File: src/hdl/hwhp_pkg.sv
// Shared types and constants for the HSV window histogram peak unit.
`timescale 1ns / 1ps

package hwhp_pkg;

    // Fixed field widths of the pixel and result beats
    localparam int PIX_W         = 8;
    localparam int FIELD_WIN_W   = 5;
    localparam int LINE_WIN_W    = 3;
    localparam int COUNT_FIELD_W = 22;
    localparam int IN_TDATA_W    = 24;
    localparam int OUT_TDATA_W   = 56;
    localparam int OUT_USED_W    = 2 * COUNT_FIELD_W + FIELD_WIN_W + LINE_WIN_W;

    // Configuration port
    localparam int CFG_INDEX_W = 3;
    localparam int CFG_DATA_W  = 8;

    localparam int HUE_STEP_W  = 4;
    localparam int HUE_WIDTH_W = 7;
    localparam int SAT_STEP_W  = 6;
    localparam int SAT_WIDTH_W = 7;

    localparam logic [HUE_STEP_W-1:0]  HUE_STEP_RST          = 4'd10;
    localparam logic [HUE_WIDTH_W-1:0] HUE_WIDTH_RST         = 7'd20;
    localparam logic [PIX_W-1:0]       FIELD_SAT_FLOOR_RST   = 8'd75;
    localparam logic [PIX_W-1:0]       FIELD_VAL_CEILING_RST = 8'd200;
    localparam logic [SAT_STEP_W-1:0]  SAT_STEP_RST          = 6'd12;
    localparam logic [SAT_WIDTH_W-1:0] SAT_WIDTH_RST         = 7'd25;
    localparam logic [PIX_W-1:0]       LINE_VAL_FLOOR_RST    = 8'd25;

    // Default sizes
    localparam int NUM_HUE_WINDOWS_DEF = 20;
    localparam int NUM_SAT_WINDOWS_DEF = 6;
    localparam int COUNT_BITS_DEF      = 22;
    localparam int QUEUE_DEPTH         = 4;

    typedef enum logic [CFG_INDEX_W-1:0] {
        CFG_HUE_STEP          = 3'd0,
        CFG_HUE_WIDTH         = 3'd1,
        CFG_FIELD_SAT_FLOOR   = 3'd2,
        CFG_FIELD_VAL_CEILING = 3'd3,
        CFG_SAT_STEP          = 3'd4,
        CFG_SAT_WIDTH         = 3'd5,
        CFG_LINE_VAL_FLOOR    = 3'd6
    } t_cfg_index;

    typedef enum logic [2:0] {
        S_COUNT = 3'b001,
        S_SCAN  = 3'b010,
        S_EMIT  = 3'b100
    } t_back_state;

endpackage

File: src/hdl/hwhp_front.sv
// Front end: configuration registers and per-window classification of each pixel.
`timescale 1ns / 1ps

module hwhp_front
    import hwhp_pkg::*;
#(
    parameter int NUM_HUE_WINDOWS = NUM_HUE_WINDOWS_DEF,
    parameter int NUM_SAT_WINDOWS = NUM_SAT_WINDOWS_DEF
) (
    input  logic                       i_clk,
    input  logic                       i_rst_n,
    input  logic                       i_cfg_valid,
    input  logic [CFG_INDEX_W-1:0]     i_cfg_index,
    input  logic [CFG_DATA_W-1:0]      i_cfg_data,
    input  logic [PIX_W-1:0]           i_hue,
    input  logic [PIX_W-1:0]           i_sat,
    input  logic [PIX_W-1:0]           i_val,
    output logic [NUM_HUE_WINDOWS-1:0] o_hue_hit,
    output logic [NUM_SAT_WINDOWS-1:0] o_sat_hit
);

    localparam int HUE_LANE_W = $clog2(NUM_HUE_WINDOWS + 1);
    localparam int SAT_LANE_W = $clog2(NUM_SAT_WINDOWS + 1);
    localparam int HUE_CMP_W  = HUE_STEP_W + HUE_LANE_W + PIX_W;
    localparam int SAT_CMP_W  = SAT_STEP_W + SAT_LANE_W + PIX_W;

    logic [HUE_STEP_W-1:0]  r_hue_step;
    logic [HUE_WIDTH_W-1:0] r_hue_width;
    logic [PIX_W-1:0]       r_field_sat_floor;
    logic [PIX_W-1:0]       r_field_val_ceiling;
    logic [SAT_STEP_W-1:0]  r_sat_step;
    logic [SAT_WIDTH_W-1:0] r_sat_width;
    logic [PIX_W-1:0]       r_line_val_floor;

    logic w_field_gate;
    logic w_line_gate;

    always_ff @(posedge i_clk) begin
        if (!i_rst_n) begin
            r_hue_step          <= HUE_STEP_RST;
            r_hue_width         <= HUE_WIDTH_RST;
            r_field_sat_floor   <= FIELD_SAT_FLOOR_RST;
            r_field_val_ceiling <= FIELD_VAL_CEILING_RST;
            r_sat_step          <= SAT_STEP_RST;
            r_sat_width         <= SAT_WIDTH_RST;
            r_line_val_floor    <= LINE_VAL_FLOOR_RST;
        end else if (i_cfg_valid) begin
            case (t_cfg_index'(i_cfg_index))
                CFG_HUE_STEP:          r_hue_step          <= i_cfg_data[HUE_STEP_W-1:0];
                CFG_HUE_WIDTH:         r_hue_width         <= i_cfg_data[HUE_WIDTH_W-1:0];
                CFG_FIELD_SAT_FLOOR:   r_field_sat_floor   <= i_cfg_data;
                CFG_FIELD_VAL_CEILING: r_field_val_ceiling <= i_cfg_data;
                CFG_SAT_STEP:          r_sat_step          <= i_cfg_data[SAT_STEP_W-1:0];
                CFG_SAT_WIDTH:         r_sat_width         <= i_cfg_data[SAT_WIDTH_W-1:0];
                CFG_LINE_VAL_FLOOR:    r_line_val_floor    <= i_cfg_data;
                default: ;
            endcase
        end
    end

    assign w_field_gate = (i_sat >= r_field_sat_floor) && (i_val <= r_field_val_ceiling);
    assign w_line_gate  = (i_val >= r_line_val_floor);

    // Each window start is a constant lane number times the step; bounds never wrap
    for (genvar gi = 0; gi < NUM_HUE_WINDOWS; gi++) begin : g_hue
        localparam logic [HUE_CMP_W-1:0] LANE = HUE_CMP_W'(gi);
        logic [HUE_CMP_W-1:0] w_start;
        logic [HUE_CMP_W-1:0] w_pix;
        logic [HUE_CMP_W-1:0] w_diff;
        assign w_start = HUE_CMP_W'(r_hue_step) * LANE;
        assign w_pix   = HUE_CMP_W'(i_hue);
        assign w_diff  = w_pix - w_start;
        assign o_hue_hit[gi] = w_field_gate && (w_pix >= w_start)
                               && (w_diff < HUE_CMP_W'(r_hue_width));
    end

    for (genvar gj = 0; gj < NUM_SAT_WINDOWS; gj++) begin : g_sat
        localparam logic [SAT_CMP_W-1:0] LANE = SAT_CMP_W'(gj);
        logic [SAT_CMP_W-1:0] w_start;
        logic [SAT_CMP_W-1:0] w_pix;
        logic [SAT_CMP_W-1:0] w_diff;
        assign w_start = SAT_CMP_W'(r_sat_step) * LANE;
        assign w_pix   = SAT_CMP_W'(i_sat);
        assign w_diff  = w_pix - w_start;
        assign o_sat_hit[gj] = w_line_gate && (w_pix >= w_start)
                               && (w_diff < SAT_CMP_W'(r_sat_width));
    end

endmodule

File: src/hdl/hwhp_queue.sv
// Short queue of classified pixels between the front and back ends.
`timescale 1ns / 1ps

module hwhp_queue
    import hwhp_pkg::*;
#(
    parameter int WIDTH = 27,
    parameter int DEPTH = QUEUE_DEPTH
) (
    input  logic             i_clk,
    input  logic             i_rst_n,
    input  logic             i_wr,
    input  logic [WIDTH-1:0] i_wr_data,
    output logic             o_full,
    input  logic             i_rd,
    output logic             o_valid,
    output logic [WIDTH-1:0] o_rd_data
);

    localparam int PTR_W = (DEPTH > 1) ? $clog2(DEPTH) : 1;
    localparam int CNT_W = $clog2(DEPTH + 1);

    logic [WIDTH-1:0] r_mem [DEPTH];
    logic [PTR_W-1:0] r_wr_ptr, n_wr_ptr;
    logic [PTR_W-1:0] r_rd_ptr, n_rd_ptr;
    logic [CNT_W-1:0] r_count,  n_count;

    assign o_full    = (r_count == CNT_W'(DEPTH));
    assign o_valid   = (r_count != '0);
    assign o_rd_data = r_mem[r_rd_ptr];

    always_comb begin
        n_wr_ptr = r_wr_ptr;
        n_rd_ptr = r_rd_ptr;
        n_count  = r_count;
        if (i_wr) begin
            n_wr_ptr = (r_wr_ptr == PTR_W'(DEPTH - 1)) ? '0 : r_wr_ptr + 1'b1;
        end
        if (i_rd) begin
            n_rd_ptr = (r_rd_ptr == PTR_W'(DEPTH - 1)) ? '0 : r_rd_ptr + 1'b1;
        end
        if (i_wr && !i_rd) begin
            n_count = r_count + 1'b1;
        end else if (i_rd && !i_wr) begin
            n_count = r_count - 1'b1;
        end
    end

    always_ff @(posedge i_clk) begin
        if (!i_rst_n) begin
            r_wr_ptr <= '0;
            r_rd_ptr <= '0;
            r_count  <= '0;
        end else begin
            r_wr_ptr <= n_wr_ptr;
            r_rd_ptr <= n_rd_ptr;
            r_count  <= n_count;
        end
    end

    always_ff @(posedge i_clk) begin
        if (i_wr) begin
            r_mem[r_wr_ptr] <= i_wr_data;
        end
    end

    property p_no_overflow;
        @(posedge i_clk) disable iff (!i_rst_n) (i_wr && o_full) |-> i_rd;
    endproperty
    a_no_overflow: assert property (p_no_overflow) else $error("queue written while full");

    property p_no_underflow;
        @(posedge i_clk) disable iff (!i_rst_n) i_rd |-> o_valid;
    endproperty
    a_no_underflow: assert property (p_no_underflow) else $error("queue read while empty");

endmodule

File: src/hdl/hwhp_back.sv
// Back end: saturating window counters, frame-end peak scan and result register.
`timescale 1ns / 1ps

module hwhp_back
    import hwhp_pkg::*;
#(
    parameter int NUM_HUE_WINDOWS = NUM_HUE_WINDOWS_DEF,
    parameter int NUM_SAT_WINDOWS = NUM_SAT_WINDOWS_DEF,
    parameter int COUNT_BITS      = COUNT_BITS_DEF
) (
    input  logic                       i_clk,
    input  logic                       i_rst_n,
    input  logic                       i_q_valid,
    input  logic [NUM_HUE_WINDOWS-1:0] i_hue_hit,
    input  logic [NUM_SAT_WINDOWS-1:0] i_sat_hit,
    input  logic                       i_last,
    output logic                       o_q_rd,
    output logic                       o_out_valid,
    input  logic                       i_out_ready,
    output logic [FIELD_WIN_W-1:0]     o_field_window,
    output logic [COUNT_FIELD_W-1:0]   o_field_count,
    output logic [LINE_WIN_W-1:0]      o_line_window,
    output logic [COUNT_FIELD_W-1:0]   o_line_count
);

    localparam int SCAN_N = (NUM_HUE_WINDOWS > NUM_SAT_WINDOWS) ? NUM_HUE_WINDOWS
                                                                : NUM_SAT_WINDOWS;
    localparam int SCAN_W = (SCAN_N > 1) ? $clog2(SCAN_N) : 1;
    localparam int HIDX_W = (NUM_HUE_WINDOWS > 1) ? $clog2(NUM_HUE_WINDOWS) : 1;
    localparam int SIDX_W = (NUM_SAT_WINDOWS > 1) ? $clog2(NUM_SAT_WINDOWS) : 1;

    t_back_state r_state, n_state;

    logic [COUNT_BITS-1:0] r_hcnt [NUM_HUE_WINDOWS];
    logic [COUNT_BITS-1:0] r_scnt [NUM_SAT_WINDOWS];

    logic [SCAN_W-1:0]     r_scan, n_scan;
    logic [COUNT_BITS-1:0] r_best_h, n_best_h;
    logic [HIDX_W-1:0]     r_best_h_idx, n_best_h_idx;
    logic [COUNT_BITS-1:0] r_best_s, n_best_s;
    logic [SIDX_W-1:0]     r_best_s_idx, n_best_s_idx;

    logic                     r_out_valid;
    logic [FIELD_WIN_W-1:0]   r_field_window;
    logic [COUNT_FIELD_W-1:0] r_field_count;
    logic [LINE_WIN_W-1:0]    r_line_window;
    logic [COUNT_FIELD_W-1:0] r_line_count;

    logic                  w_pop;
    logic                  w_load;
    logic                  w_h_in_range;
    logic                  w_s_in_range;
    logic [COUNT_BITS-1:0] w_h_cur;
    logic [COUNT_BITS-1:0] w_s_cur;

    assign w_pop  = (r_state == S_COUNT) && i_q_valid;
    assign w_load = (r_state == S_EMIT) && (!r_out_valid || i_out_ready);
    assign o_q_rd = w_pop;

    assign w_h_in_range = ({1'b0, r_scan} < (SCAN_W + 1)'(NUM_HUE_WINDOWS));
    assign w_s_in_range = ({1'b0, r_scan} < (SCAN_W + 1)'(NUM_SAT_WINDOWS));
    assign w_h_cur = r_hcnt[r_scan[HIDX_W-1:0]];
    assign w_s_cur = r_scnt[r_scan[SIDX_W-1:0]];

    always_comb begin
        n_state      = r_state;
        n_scan       = r_scan;
        n_best_h     = r_best_h;
        n_best_h_idx = r_best_h_idx;
        n_best_s     = r_best_s;
        n_best_s_idx = r_best_s_idx;
        case (r_state)
            S_COUNT: begin
                if (w_pop && i_last) begin
                    n_state      = S_SCAN;
                    n_scan       = '0;
                    n_best_h     = '0;
                    n_best_h_idx = '0;
                    n_best_s     = '0;
                    n_best_s_idx = '0;
                end
            end
            S_SCAN: begin
                // strict compare keeps the first window among equal counts
                if (w_h_in_range && (w_h_cur > r_best_h)) begin
                    n_best_h     = w_h_cur;
                    n_best_h_idx = r_scan[HIDX_W-1:0];
                end
                if (w_s_in_range && (w_s_cur > r_best_s)) begin
                    n_best_s     = w_s_cur;
                    n_best_s_idx = r_scan[SIDX_W-1:0];
                end
                if (r_scan == SCAN_W'(SCAN_N - 1)) begin
                    n_state = S_EMIT;
                end else begin
                    n_scan = r_scan + 1'b1;
                end
            end
            S_EMIT: begin
                if (w_load) begin
                    n_state = S_COUNT;
                end
            end
            default: n_state = S_COUNT;
        endcase
    end

    always_ff @(posedge i_clk) begin
        if (!i_rst_n) begin
            r_state <= S_COUNT;
            r_scan  <= '0;
        end else begin
            r_state <= n_state;
            r_scan  <= n_scan;
        end
    end

    always_ff @(posedge i_clk) begin
        r_best_h     <= n_best_h;
        r_best_h_idx <= n_best_h_idx;
        r_best_s     <= n_best_s;
        r_best_s_idx <= n_best_s_idx;
    end

    // Counters: bump on hit and hold at full scale, clear on reset and when the result is loaded
    always_ff @(posedge i_clk) begin
        for (int i = 0; i < NUM_HUE_WINDOWS; i++) begin
            if (!i_rst_n || w_load) begin
                r_hcnt[i] <= '0;
            end else if (w_pop && i_hue_hit[i] && (r_hcnt[i] != '1)) begin
                r_hcnt[i] <= r_hcnt[i] + 1'b1;
            end
        end
        for (int j = 0; j < NUM_SAT_WINDOWS; j++) begin
            if (!i_rst_n || w_load) begin
                r_scnt[j] <= '0;
            end else if (w_pop && i_sat_hit[j] && (r_scnt[j] != '1)) begin
                r_scnt[j] <= r_scnt[j] + 1'b1;
            end
        end
    end

    always_ff @(posedge i_clk) begin
        if (!i_rst_n) begin
            r_out_valid <= 1'b0;
        end else if (w_load) begin
            r_out_valid <= 1'b1;
        end else if (i_out_ready) begin
            r_out_valid <= 1'b0;
        end
    end

    always_ff @(posedge i_clk) begin
        if (w_load) begin
            r_field_window <= FIELD_WIN_W'(r_best_h_idx);
            r_field_count  <= COUNT_FIELD_W'(r_best_h);
            r_line_window  <= LINE_WIN_W'(r_best_s_idx);
            r_line_count   <= COUNT_FIELD_W'(r_best_s);
        end
    end

    assign o_out_valid    = r_out_valid;
    assign o_field_window = r_field_window;
    assign o_field_count  = r_field_count;
    assign o_line_window  = r_line_window;
    assign o_line_count   = r_line_count;

    property p_cleared_after_load;
        @(posedge i_clk) disable iff (!i_rst_n)
            w_load |=> (r_hcnt[0] == '0) && (r_scnt[0] == '0);
    endproperty
    a_cleared_after_load: assert property (p_cleared_after_load)
        else $error("counters not cleared after frame result");

    property p_result_from_emit;
        @(posedge i_clk) disable iff (!i_rst_n)
            $rose(r_out_valid) |-> $past(r_state == S_EMIT);
    endproperty
    a_result_from_emit: assert property (p_result_from_emit)
        else $error("result raised outside of emit");

    property p_no_pop_while_scanning;
        @(posedge i_clk) disable iff (!i_rst_n)
            (r_state == S_SCAN || r_state == S_EMIT) |-> !o_q_rd;
    endproperty
    a_no_pop_while_scanning: assert property (p_no_pop_while_scanning)
        else $error("queue popped during peak scan");

    property p_scan_enters_after_last;
        @(posedge i_clk) disable iff (!i_rst_n)
            $rose(r_state == S_SCAN) |-> $past(w_pop && i_last);
    endproperty
    a_scan_enters_after_last: assert property (p_scan_enters_after_last)
        else $error("peak scan started without a last pixel");

endmodule

File: src/hdl/hsv_window_histogram_peak_unit.sv
// Top level of the HSV window histogram peak unit.
//
//  channel  | direction | handshake                        | payload
//  ---------+-----------+----------------------------------+----------------------------------
//  s_axis   | in        | s_axis_tvalid / s_axis_tready    | tdata hue,sat,val; tlast frame end
//  m_axis   | out       | m_axis_tvalid / m_axis_tready    | tdata field/line window and count
//  cfg      | in        | i_cfg_valid / o_cfg_ready        | i_cfg_index, i_cfg_data
//
// Pixels are taken one per clock while the four-beat pixel queue has room.
// After the last pixel of a frame the back end scans every window and then loads the result;
// meanwhile the queue takes up to four more pixels, then tready drops.
// Reset (synchronous, active low) loads register defaults and zeroes all counters.
// A stalled result beat holds in the output register and the back end waits to load the
// next one; pixels back up in the queue until it is full.
`timescale 1ns / 1ps

module hsv_window_histogram_peak_unit
    import hwhp_pkg::*;
#(
    parameter int NUM_HUE_WINDOWS = NUM_HUE_WINDOWS_DEF,
    parameter int NUM_SAT_WINDOWS = NUM_SAT_WINDOWS_DEF,
    parameter int COUNT_BITS      = COUNT_BITS_DEF
) (
    input  logic                   i_clk,
    input  logic                   i_rst_n,
    input  logic                   i_cfg_valid,
    output logic                   o_cfg_ready,
    input  logic [CFG_INDEX_W-1:0] i_cfg_index,
    input  logic [CFG_DATA_W-1:0]  i_cfg_data,
    input  logic                   s_axis_tvalid,
    output logic                   s_axis_tready,
    input  logic [IN_TDATA_W-1:0]  s_axis_tdata,   // hue[7:0], sat[15:8], val[23:16]
    input  logic                   s_axis_tlast,   // last_pixel
    output logic                   m_axis_tvalid,
    input  logic                   m_axis_tready,
    // field_window[4:0], field_count[26:5], line_window[29:27], line_count[51:30]
    output logic [OUT_TDATA_W-1:0] m_axis_tdata
);

    localparam int ENTRY_W = NUM_HUE_WINDOWS + NUM_SAT_WINDOWS + 1;

    logic [NUM_HUE_WINDOWS-1:0] w_hue_hit;
    logic [NUM_SAT_WINDOWS-1:0] w_sat_hit;
    logic                       w_q_full;
    logic                       w_q_valid;
    logic                       w_q_rd;
    logic                       w_in_beat;
    logic [ENTRY_W-1:0]         w_q_wr_data;
    logic [ENTRY_W-1:0]         w_q_rd_data;
    logic [FIELD_WIN_W-1:0]     w_field_window;
    logic [COUNT_FIELD_W-1:0]   w_field_count;
    logic [LINE_WIN_W-1:0]      w_line_window;
    logic [COUNT_FIELD_W-1:0]   w_line_count;

    assign o_cfg_ready   = 1'b1;
    assign s_axis_tready = !w_q_full;
    assign w_in_beat     = s_axis_tvalid && !w_q_full;

    hwhp_front #(
        .NUM_HUE_WINDOWS (NUM_HUE_WINDOWS),
        .NUM_SAT_WINDOWS (NUM_SAT_WINDOWS)
    ) u_front (
        .i_clk       (i_clk),
        .i_rst_n     (i_rst_n),
        .i_cfg_valid (i_cfg_valid),
        .i_cfg_index (i_cfg_index),
        .i_cfg_data  (i_cfg_data),
        .i_hue       (s_axis_tdata[PIX_W-1:0]),
        .i_sat       (s_axis_tdata[2*PIX_W-1:PIX_W]),
        .i_val       (s_axis_tdata[3*PIX_W-1:2*PIX_W]),
        .o_hue_hit   (w_hue_hit),
        .o_sat_hit   (w_sat_hit)
    );

    assign w_q_wr_data = {s_axis_tlast, w_sat_hit, w_hue_hit};

    hwhp_queue #(
        .WIDTH (ENTRY_W),
        .DEPTH (QUEUE_DEPTH)
    ) u_queue (
        .i_clk     (i_clk),
        .i_rst_n   (i_rst_n),
        .i_wr      (w_in_beat),
        .i_wr_data (w_q_wr_data),
        .o_full    (w_q_full),
        .i_rd      (w_q_rd),
        .o_valid   (w_q_valid),
        .o_rd_data (w_q_rd_data)
    );

    hwhp_back #(
        .NUM_HUE_WINDOWS (NUM_HUE_WINDOWS),
        .NUM_SAT_WINDOWS (NUM_SAT_WINDOWS),
        .COUNT_BITS      (COUNT_BITS)
    ) u_back (
        .i_clk          (i_clk),
        .i_rst_n        (i_rst_n),
        .i_q_valid      (w_q_valid),
        .i_hue_hit      (w_q_rd_data[NUM_HUE_WINDOWS-1:0]),
        .i_sat_hit      (w_q_rd_data[NUM_HUE_WINDOWS+NUM_SAT_WINDOWS-1:NUM_HUE_WINDOWS]),
        .i_last         (w_q_rd_data[ENTRY_W-1]),
        .o_q_rd         (w_q_rd),
        .o_out_valid    (m_axis_tvalid),
        .i_out_ready    (m_axis_tready),
        .o_field_window (w_field_window),
        .o_field_count  (w_field_count),
        .o_line_window  (w_line_window),
        .o_line_count   (w_line_count)
    );

    assign m_axis_tdata = {{(OUT_TDATA_W - OUT_USED_W){1'b0}},
                           w_line_count, w_line_window, w_field_count, w_field_window};

endmodule

File: config.mk
export PLATFORM = sky130hd
export DESIGN_NAME = hsv_window_histogram_peak_unit
export DESIGN_NICKNAME = d
export VERILOG_FILES = /design/src/hdl/hwhp_pkg.sv /design/src/hdl/hwhp_front.sv /design/src/hdl/hwhp_queue.sv /design/src/hdl/hwhp_back.sv /design/src/hdl/hsv_window_histogram_peak_unit.sv
export SDC_FILE = /design/constraint.sdc
export NUM_CORES = 2
export LEC_CHECK = 0
export BUFFER_PORTS_ARGS = -buffer_cell sky130_fd_sc_hd__buf_4
export CAP_MARGIN = 40
export CORE_ASPECT_RATIO = 0.7
export CORE_MARGIN = 2
export CORE_UTILIZATION = 55
export DETAILED_ROUTE_END_ITERATION = 10
export PLACE_DENSITY = 0.74
export SYNTH_ARGS = -nofsm -noshare
export SYNTH_HDL_FRONTEND = slang
export SYNTH_SLANG_ARGS = --single-unit
File: constraint.sdc
create_clock -name i_clk -period 4.25 [get_ports i_clk]
set_clock_uncertainty 0.1 [all_clocks]
set_input_delay 0.425 -clock i_clk [delete_from_list [all_inputs] [get_ports i_clk]]
set_output_delay 0.425 -clock i_clk [all_outputs]
set_load 0.01 [all_outputs]
==> reports/results.ini <==
[timing]
fmax_mhz = 241
fin_crit_ns = 4.15
worst_pin_slew_ns = 0.957
setup_tns_ns = 0
setup_viol = 0
slew_headroom = 0.346
min_period_over_period = 0.976
fin_ws_ns = 0.101
worst_hold_slack_ns = 0.0543
hold_viol = 0
drv_slew = 0

[synth]
synth_top_area_share = 0.429
synthSimpleGateAreaFrac = 0.169
async_reset_ff_frac = 0
synth_cell_type_count = 85
synthAdderAreaFrac = 0.0992
ys.warnings.count = 0
syn_avg_cell_area_um2 = 10.8
synth-edff-count = 784
synth_xor_area_frac = 0.101
ys.flop_type = edfxtp_1
synth_cells = 5082
synthMuxAreaShare = 0.0821
yosysTopAreaCell = edfxtp_1
synth_compound_area_frac = 0.0624
ys_ff_latch = 855
synth_top_family_by_area = simple AND/OR/NAND/NOR gates
netlist_area_um2 = 54900
ys_seq_area_frac = 0.455
ys_top_cells_by_area = edfxtp_1, ha_1, mux4_2, xor2_1, nor2_1

[final_layout]
layout_common_cells = nor2_1, edfxtp_1, ha_1
synthToLayoutAreaGrowth_pct = 11.3
final_common_cell = nor2_1
nNetsFinal = 5712
n_fill_cell = 7813
final_cell_area_um2 = 61100
final_layout_size_suffix_gt1_frac = 0.113

[placed_design]
detailed_place.area_um2 = 57700
io_buffers = 94
place.gp.congestion = 0.924
dp_worst_setup_slack_ns = -0.0805
dpl.hpwl_um = 103000

[run]
cap_viol_max_count = 0

[route]
antenna_left = 0
drt_wl_total_um = 140000
via_per_inst = 6.07
drcViolationCount = 0
vias = 40400
drt_iter0_drc = 4554
wire_per_inst_um = 21.1
dr.pass1.iters = 6

[setup_path]
critical_path.max_fanout = 14
critPathArrivalTime_ns = 4.60
worstRegToRegCells = 16
end_kind = register
reg2reg_to = u_queue.r_mem[1][11]
reg2reg_slack_ns = 0.10
r2r-start = u_front.r_hue_step[2]
startpoint_type = register
critPathKind = reg -> reg
crit_required_ns = 4.71
crit_start = u_front.r_hue_step[2]
crit_end = u_queue.r_mem[1][11]

[cts]
tritoncts = yes
clock-sinks = 855
cts_buffers = 89
insertion_delay_ns = 0.69
cts.htree.levels = 3
cts_buffer_depth = 3
clock-root-buffer = clkbuf_16
clk_pin_slew_ns = 0.06

[floorplan]
coreArea_um2 = 98500
io_pins = 100
placementRows = 96
die_area_um2 = 102000
fp.dieW_um = 382
dieHeight_um = 268
initial_core_util = 0.557

[run_status]
status = complete, no violations

[power]
power_mw = 32.2
switching_share = 0.361
pwr-share-seq = 0.462
switchingPower_mw = 11.6
clkPwrFrac = 0.259
p_int_mw = 20.6
ir_drop_uv = 357
leakage_nw = 22.0
pwr-share-comb = 0.279
p_per_area_nw_per_um2 = 527

[min_path]
hold_path.class = in -> reg

[global_route]
grt_pass1_wl_um = 218000
antenna_found_initial = 5
grt_max_degree = 47
track_usage = 0.273
grt.overflow.total = 0
grt_pass1_vias = 37800

-- cell type report --
type                            instances  area (µm²)  share of cell area
Timing Repair Buffer                  225        2090              0.0342
Clock buffer                          102        2300              0.0376
Clock inverter                         60         776              0.0127
Tap cell                             1323        1660              0.0271
Sequential cell                       855       25000               0.409
Antenna cell                            2        5.00           0.0000819
Multi-Input combinational cell       3850       28500               0.466
Inverter                              231         867              0.0142
-- kinds of logic (layout without fill, tap and decap cells) --
| logic type | Yosys count | in the layout |
|---|---|---|
| AOI/OAI and AO/OA | 562 | 562 |
| adders and majority gates | 419 | 419 |
| muxes | 251 | 251 |
| DFF | 855 | 855 |
| buffers and inverters | 380 | 618 |
| and+or+nand+nor | 1978 | 1978 |
| other | 2 | 7 |
| xor gates and xnor gates | 635 | 635 |
-- power groups by stage --
stage	clock, mW	combinational [mW]	sequential (mW)
2_1_floorplan	0	6.26	13.8
3_3_place_gp	0	8.28	14.8
3_5_place_dp	0	8.79	14.9
4_1_cts	8.43	8.87	14.7
5_1_grt	8.72	9.87	15.1
6_report	8.33	9.00	14.9
-- state kept, by name, indices dropped and copies added, names as in the netlist, 5 cells and up, named ones only --
name                         cells
u_back.o_field_count            22
u_back.o_field_window            5
u_back.o_line_count             22
u_back.r_best_h                 22
u_back.r_best_h_idx              5
u_back.r_best_s                 22
u_back.r_hcnt                  440
u_back.r_scan                    5
u_back.r_scnt                  132
u_front.r_field_sat_floor        8
u_front.r_field_val_ceiling      8
u_front.r_hue_width              7
u_front.r_line_val_floor         8
u_front.r_sat_step               6
u_front.r_sat_width              7
u_queue.r_mem                  108
-- cell usage after synthesis (all sizes together), types with 19 or more instances --
cell,count
nor2,850
edfxtp,784
ha,392
xor2,371
nand2,338
xnor2,264
nand3,259
inv,229
a21oi,218
mux4,159
o21ai,129
nand4,117
buf,106
mux2i,89
and3,80
dfxtp,71
nor3,66
and2,65
a21o,56
nor2b,49
and4,47
clkbuf,43
nand2b,38
fa,27
o211ai,23
nor4,22
a211oi,19
-- metrics by stage --
stage,util,std cells
5_1_grt,0.621,6647
6_report,0.621,6648
3_5_place_dp,0.586,6464
2_1_floorplan,-,5085
3_3_place_gp,0.581,6435
4_1_cts,0.619,6641
-- how the worst min path moves through the flow --
stage / startpoint / endpoint / slack [ns] / cells past startpoint
6_report: i_cfg_index[2] / u_front.r_field_sat_floor[7] / 0.05 / 4
5_1_grt: i_cfg_index[2] / u_front.r_field_sat_floor[7] / 0.07 / 4
3_3_place_gp: u_back.r_best_s_idx[1] / u_back.o_line_window[1] / 0.30 / 0
2_1_floorplan: u_back.r_best_h_idx[0] / u_back.o_field_window[0] / 0.30 / 0
4_1_cts: i_cfg_index[2] / u_front.r_field_sat_floor[7] / 0.002 / 4
3_5_place_dp: u_back.r_best_s_idx[0] / u_back.o_line_window[0] / 0.30 / 0
-- routing by layer --
metal  share of wire  GRT usage
met1            0.45      0.421
met2            0.42      0.389
met3            0.11     0.0592
met4           0.022     0.0696
met5         0.00032          0
-- critical path: stages, from the launching register on --
cell	delay, ns
dfxtp_2	0.34
buf_12	0.15
ha_1	0.34
ha_4	0.30
inv_1	0.06
fa_1	0.41
xor2_1	0.22
ha_1	0.31
and2_1	0.18
a311o_1	0.34
a21oi_2	0.19
xnor2_1	0.14
ha_1	0.26
a211oi_1	0.21
o31ai_1	0.10
nor4_1	0.21
buf_4	0.18
-- what timing repair did --
item	CTS	global route
hold buffers	12	0
setup endpoints to repair	7	32
pin swaps	2	4
setup buffers	3	4
gates resized for setup	3	26
endpoints found under the hold margin	53	0
No activity file was read; power rests on OpenSTA's default activity.
